### src/sv/bb3_pkg.sv
// Shared types, constants and the reciprocal table for the 3x3 box blur.
package bb3_pkg;

  // Line store depth and the widths that follow from it
  localparam int unsigned MAX_WIDTH = 1024;
  localparam int unsigned COL_W     = $clog2(MAX_WIDTH);
  localparam int unsigned CFG_WW    = 11;  // image_width register
  localparam int unsigned CFG_HW    = 16;  // image_height register
  localparam int unsigned EW_W      = (COL_W + 1 > CFG_WW) ? COL_W + 1 : CFG_WW;
  localparam int unsigned ROW_W     = CFG_HW + 1;  // row runs one past height in the tail
  localparam int unsigned PIX_W     = 24;
  localparam int unsigned SUM_W     = 12;  // 9 * 255
  localparam int unsigned NUM_W     = SUM_W + 1;
  localparam int unsigned RCP_W     = 18;
  localparam int unsigned RCP_SHIFT = 18;
  localparam int unsigned PROD_W    = NUM_W + RCP_W;

  // Configuration register indexes
  localparam logic CFG_IDX_WIDTH  = 1'b0;
  localparam logic CFG_IDX_HEIGHT = 1'b1;

  typedef enum logic [1:0] {
    S_IDLE,
    S_SHIFT,
    S_SUM,
    S_MUL
  } state_t;

  typedef struct packed {
    logic accept;  // input beat taken this edge
    logic shift;   // write line stores, shift window
    logic sum;     // register sums and divisor reciprocal
    logic load;    // load output register
  } cmd_t;

  typedef struct packed {
    logic skip;      // drain beat while frame pixels still due
    logic emit;      // current item produces a result
    logic out_free;  // output register can take a result
  } sts_t;

  typedef struct packed {
    logic left;
    logic right;
    logic up;
    logic down;
    logic last;
  } geo_t;

  // ceil(2^18 / (2*cnt)); exact floor division of the 13-bit numerator
  function automatic logic [RCP_W-1:0] recip(input logic [3:0] cnt);
    logic [RCP_W-1:0] m;
    case (cnt)
      4'd1:    m = 18'd131072;
      4'd2:    m = 18'd65536;
      4'd3:    m = 18'd43691;
      4'd4:    m = 18'd32768;
      4'd6:    m = 18'd21846;
      4'd9:    m = 18'd14564;
      default: m = '0;
    endcase
    return m;
  endfunction

endpackage

### src/sv/bb3_ctrl.sv
// Sequencer for the 3x3 box blur: accept, shift, sum, divide/load.
module bb3_ctrl (
  input  logic          clk,
  input  logic          rst_n,
  input  logic          in_valid,
  output logic          in_stall,
  input  bb3_pkg::sts_t sts,
  output bb3_pkg::cmd_t cmd
);

  bb3_pkg::state_t state_r, state_nxt;

  always_ff @(posedge clk) begin
    if (!rst_n) begin
      state_r <= bb3_pkg::S_IDLE;
    end else begin
      state_r <= state_nxt;
    end
  end

  always_comb begin
    state_nxt = state_r;
    case (state_r)
      bb3_pkg::S_IDLE: begin
        if (in_valid && !sts.skip) state_nxt = bb3_pkg::S_SHIFT;
      end
      bb3_pkg::S_SHIFT: begin
        state_nxt = sts.emit ? bb3_pkg::S_SUM : bb3_pkg::S_IDLE;
      end
      bb3_pkg::S_SUM: begin
        state_nxt = bb3_pkg::S_MUL;
      end
      bb3_pkg::S_MUL: begin
        if (sts.out_free) state_nxt = bb3_pkg::S_IDLE;
      end
      default: begin
        state_nxt = bb3_pkg::S_IDLE;
      end
    endcase
  end

  always_comb begin
    in_stall   = 1'b1;
    cmd        = '0;
    case (state_r)
      bb3_pkg::S_IDLE: begin
        in_stall   = 1'b0;
        cmd.accept = in_valid;
      end
      bb3_pkg::S_SHIFT: begin
        cmd.shift = 1'b1;
      end
      bb3_pkg::S_SUM: begin
        cmd.sum = 1'b1;
      end
      bb3_pkg::S_MUL: begin
        cmd.load = sts.out_free;
      end
      default: begin
        in_stall = 1'b1;
      end
    endcase
  end

endmodule

### config.mk
export PLATFORM = sky130hd
export DESIGN_NAME = bb3_ctrl
export DESIGN_NICKNAME = d
export VERILOG_FILES = /design/src/sv/bb3_pkg.sv /design/src/sv/bb3_ctrl.sv
export SDC_FILE = /design/constraint.sdc
export NUM_CORES = 1
export LEC_CHECK = 0
export BUFFER_PORTS_ARGS = -buffer_cell sky130_fd_sc_hd__buf_2
export CORE_AREA = 5 5 42 44
export DETAILED_ROUTE_END_ITERATION = 8
export DIE_AREA = 0 0 47 49
export PLACE_DENSITY = 0.3
export SYNTH_ARGS = -nofsm -noshare
export SYNTH_HDL_FRONTEND = slang
export SYNTH_SLANG_ARGS = --single-unit
### constraint.sdc
create_clock -name clk -period 2.2 [get_ports clk]
set_input_delay 0.11 -clock clk [delete_from_list [all_inputs] [get_ports clk]]
set_output_delay 0.11 -clock clk [all_outputs]
set_load 0.1 [all_outputs]
# Word level (Yosys, flattened, before mapping)
# Index checks and enable logic that the tools add are counted.
# word_totals
reg_bits,2
input_bits,6
out_inout_bits,5
elab_cells,19
# op_classes
n_eq_ne,5
muxes,9
n_reduce_logical,4
# op_table
cell,n
$pmux 2 s4,1
$mux 2,3
$mux 1,5
$eq 2x2->1 const B,2
$ne 2x2->1 const B,2
$eq 2x1->1 const B,1
$logic_not 2->1,1
$reduce_and 2->1,1
$logic_and 1x1->1,1
$logic_not 1->1,1

# Logic depth before layout (Yosys ltp)
# Gate-level depths: netlist (run 1).
# logic_depth
word_depth,4
mapped_depth,2
depth_no_buf,2

# Worst setup path before layout (run 1)
# No wires, ideal clock.
# synth_path
kind,register to output
startpoint,register state_r[0]
endpoint,output port cmd[3] (netlist bit)
arrival_time_ns,1.895
required_time_ns,2.090
setup_slack_ns,0.195
path_stages_with_launch,3
n_path_buf,0
cell_sequence,dfxtp_1 > or2_1 > nor2_2
# synth_lines
element,line_no,text
"start, declared",bb3_ctrl.sv:11,"bb3_pkg::state_t state_r, state_nxt;"
"start signal, assigned",bb3_ctrl.sv:15,state_r <= bb3_pkg::S_IDLE;
"start signal, assigned",bb3_ctrl.sv:17,state_r <= state_nxt;
"end, declared",bb3_ctrl.sv:8,output bb3_pkg::cmd_t cmd

==> results of run 1 <==
[worst max-delay path, cell delays in order, from the launching register on]
cell and delay, ns:
dfxtp_1 0.35, or2_1 0.27, nor2_2 0.07, buf_2 0.42
[cell families after synthesis]
group	share of synthesized area, %
flip-flops	33.7
AND/OR/NAND/NOR	41.1
buffers and inverters	3.15
AO/OA/AOI/OAI	22.1
[cell usage after synthesis]
cell type / count / area share [%]
o21a_1: 2 / 13
and3_1: 1 / 5.3
nor2b_1: 1 / 5.3
and3b_1: 1 / 7.4
nor2_2: 1 / 5.3
and2b_1: 1 / 6.3
a21boi_2: 1 / 9.5
inv_1: 1 / 3.2
nor3b_1: 1 / 6.3
dfxtp_1: 2 / 34
or2_1: 1 / 5.3
[layer usage]
metal / vias up / wire length [µm]
met4: 0 / 0
met3: 0 / 77
met2: 10 / 91
li1: 74 / -
met5: - / 0
met1: 53 / 185
[through the flow]
stage	area (µm²)	worst slack (ns)	util, %	power, W
floorplan	119	0.195	-	0.0000873
global placement	189	0.994	13.5	0.0000981
detailed placement	189	0.975	13.5	0.0000986
CTS	211	0.738	15.1	0.000182
global route	211	0.679	15.1	0.000193
finish	211	0.765	15.1	0.000177
[worst paths after layout]
path                            slack [ns]        to       start  cells past startpoint
worst min register to register        0.65  register  state_r[0]                      2
worst min-delay path                  0.11  register       rst_n                      2
worst max-delay path                  0.76    cmd[3]  state_r[0]                      3
worst max register to register        1.35  register    register                      2
[power by group through the flow]
stage | sequential (W) | clock [W] | combinational, W
2_1_floorplan | 0.0000407 | 0 | 0.0000465
6_report | 0.0000410 | 0.0000790 | 0.0000566
5_1_grt | 0.0000413 | 0.0000927 | 0.0000593
3_3_place_gp | 0.0000413 | 0 | 0.0000567
4_1_cts | 0.0000412 | 0.0000841 | 0.0000571
3_5_place_dp | 0.0000416 | 0 | 0.0000570
[cell type report]
| type | count | area [µm²] | area share [%] |
|---|---|---|---|
| multi-input cells | 10 | 75.1 | 35.5 |
| repair buffers | 10 | 50.0 | 23.7 |
| flip-flops and latches | 2 | 40.0 | 18.9 |
| clock buffers | 3 | 22.5 | 10.7 |
| well taps | 16 | 20.0 | 9.47 |
| inverters | 1 | 3.75 | 1.78 |
==> flow_summary.ini, run 1 <==
[pwr]
power_frac_clock_pct = 44.7
swShare_pct = 37.6
p_leak_nw = 0.118
combPwrFrac_pct = 32.1
pwr_density_cell_nw_per_um2 = 835
switching_power_w = 0.0000663
p_int_w = 0.000110
vdd_drop_max_uv = 203
seqPwrFrac_pct = 23.2

[cts]
post_cts_resized = 0
htree_levels = 1
clockBufferDepth = 2
postCtsHoldBufs = 0
post_cts_buffers = 0
clkSinkCount = 2
cts_made_buffers = 3
clock_latency_ns = 0.22
root_buffer = clkbuf_4
tritoncts = done
path_clk_slew_ns = 0.03

[drt]
wl_per_cell_um = 8.43
drc = 0
vias = 137
initialDrtViolationCount = 1
vias_per_cell = 3.26
postRouteAntennaNets = 0
drt_pass1_iterations = 2
wl_um = 354

[die]
dieArea_um2 = 2300
rows = 14
io-pin-count = 11
die_w_um = 47
die_h_um = 49
core_area_um2 = 1400
initial_utilization_pct = 8.48

[placement]
gp_congestion = 0.639
io_buffers = 10
dp.cells = 39

[finish]
final_common_cell = buf_2
final_cells = 42
nets = 34
final_cell_mix = 10 x buf_2, 3 x clkbuf_4, 2 x o21a_1, 2 x dfxtp_1
areaGrowthSynthToFinish_pct = 77.9
final_layout_size_suffix_gt1_share_pct = 57.7
diodes = 0
nFillCells = 171

[timing]
finalHoldViolCount = 0
rsz0062_at_grt = false
period_needed_ns = 1.44
setup_viol = 0
fin_crit_sh_pct = 65.2
finalSetupTns_ns = 0
fmax_mhz = 697
max-slew-margin-rel_pct = 67.7
skew_ns = 0.00279
finalMaxSlewViolations = 0
whs_ns = 0.114
worstMarginPinSlew_ns = 0.488

[global_routing]
overflow = 0
use_met2_pct = 3.62
grt_pass1_wl_um = 593
grt_pass1_vias = 141
antenna_found_initial = 0
grt.total_usage_pct = 4.15
top_usage_layer = met3
grt_max_degree = 8
use_met1_pct = 4.80
grtUsageMet3_pct = 5.54

[setup_path]
cp-end-kind = output pin
critPathKind = register to output pin
critPathArrivalTime_ns = 1.33
worstPathMaxFanout = 7
worstPathRequired_ns = 2.09
cp-start-kind = register

[logic_synthesis]
yosysWarnings = 0
syn_area_um2 = 119
synthCells = 13
synth_nets = 19
ys_ff_latch = 2
synth_seq_area_share_pct = 33.7
ys_types = 11
syn_area_per_cell_um2 = 9.14

[outcome]
status = finished clean

[worst_hold_path]
hp-class = input port to register

[run]
cap_violations = 0
Power figures use the tool's default switching activity.
==> inputs of run 2 (changes only) <==
==> constraint.sdc (replaced) <==
create_clock -name clk -period 1.3 [get_ports clk]
set_input_delay 0.065 -clock clk [delete_from_list [all_inputs] [get_ports clk]]
set_output_delay 0.065 -clock clk [all_outputs]
set_load 0.1 [all_outputs]
==> flow_summary.ini, run 2 (same netlist as run 1, synthesis figures left out) <==
[timing]
finalHoldViolCount = 0
skew_ns = 0.00181
max-slew-margin-rel_pct = 85.0
setup_viol = 0
finalMaxSlewViolations = 0
worstMarginPinSlew_ns = 0.224
period_needed_ns = 1.22
finalSetupTns_ns = 0
fin_crit_sh_pct = 94.0
rsz0062_at_grt = false
fmax_mhz = 818

[drt]
vias = 137
initialDrtViolationCount = 0
wl_um = 380
wl_per_cell_um = 9.05
drc = 0
vias_per_cell = 3.26
postRouteAntennaNets = 0
drt_pass1_iterations = 1

[setup_path]
cp-start-kind = register
path_delay_family = simple AND/OR/NAND/NOR gates
slowest_stage = dfxtp_1
critPathBufInv = 1
worstPathRequired_ns = 1.24
critPathArrivalTime_ns = 1.16
rr_worst_depth = 2
slowest_delay_ns = 0.36
cp-end-kind = output pin
worstPathMaxFanout = 7
rrSetupSlack_ns = 0.45
path_cells = or2_4 -> nor2_4 -> buf_12
critPathKind = register to output pin

[global_routing]
grt.total_usage_pct = 4.08
antenna_found_initial = 0
grt_pass1_vias = 151
grt_max_degree = 8
overflow = 0
grt_pass1_wl_um = 579

[pwr]
pwr_density_cell_nw_per_um2 = 1140
power_w = 0.000338
p_leak_nw = 0.137
vdd_drop_max_uv = 325

[cts]
path_clk_slew_ns = 0.03
clock_latency_ns = 0.22
root_buffer = clkbuf_4
postCtsHoldBufs = 0
clkSinkCount = 2
tritoncts = done
htree_levels = 1
clockBufferDepth = 2
post_cts_buffers = 0
cts_made_buffers = 3

[placement]
gp_congestion = 0.711
io_buffers = 10
dp.cells = 39
hpwl_um = 319

[die]
die_w_um = 47
die_h_um = 49
initial_utilization_pct = 8.48
rows = 14
io-pin-count = 11
core_area_um2 = 1400
dieArea_um2 = 2300

[finish]
nets = 34
final_cells = 42
areaGrowthSynthToFinish_pct = 149
utilization_pct = 21.2
final_cell_mix = 5 x buf_2, 5 x buf_12, 3 x clkbuf_4
final_layout_size_suffix_gt1_share_pct = 65.4
diodes = 0

[worst_hold_path]
holdPathEnd = state_r[0]
min_from = rst_n
hp-class = input port to register
whs_path_depth = 2

[run]
cap_violations = 0

[outcome]
status = finished clean
-- run 2: repair_timing --
item	in CTS	in global routing
endpoints found under the setup margin	0	1
resized for setup	0	1
hold endpoints to repair	0	0
-- run 2: worst register-to-register path, delay by kind of cell (launching register included) --
kind	cells	cell delay, ns
flops	1	0.37
simple gates	1	0.19
compound gates	1	0.17
-- run 2: worst max path at each step --
stage / slack (ns) / end / start / cells after the start
6_report: 0.08 / cmd[3] / state_r[0] / 3
5_1_grt: 0.02 / cmd[3] / state_r[0] / 3
4_1_cts: 0.01 / cmd[3] / state_r[0] / 3
3_5_place_dp: 0.26 / cmd[3] / state_r[0] / 3
3_3_place_gp: 0.28 / cmd[3] / state_r[0] / 3
2_1_floorplan: -0.38 / cmd[3] / state_r[0] / 2
-- run 2: layer usage --
| layer | GRT usage (%) | vias up | wire length, µm |
|---|---|---|---|
| li1 | - | 72 | - |
| met1 | 3.72 | 54 | 154 |
| met2 | 4.30 | 11 | 140 |
| met3 | 2.58 | 0 | 85 |
| met4 | 6.91 | 0 | 0 |
| met5 | 0 | - | 0 |
-- run 2: per-stage QoR --
stage                     hold slack (ns)  area [µm²]  setup WS (ns)
after global placement              0.282         272          0.277
after global routing               0.0690         297         0.0242
final                              0.0664         297         0.0779
after floorplan                     0.183         126         -0.377
after CTS                          0.0558         294         0.0116
after detailed placement            0.296         272          0.260
-- run 2: area by class of cell --
type | count | area [µm²]
clock buffers | 3 | 22.5
fillers | 171 | 1100
inverters | 1 | 3.75
multi-input cells | 10 | 85.1
flip-flops and latches | 2 | 40.0
well taps | 16 | 20.0
repair buffers | 10 | 125
-- run 2: report_power, final --
group          switching (W)  internal [W]
registers         0.00000461     0.0000651
clock network      0.0000337      0.000102
logic              0.0000828     0.0000506
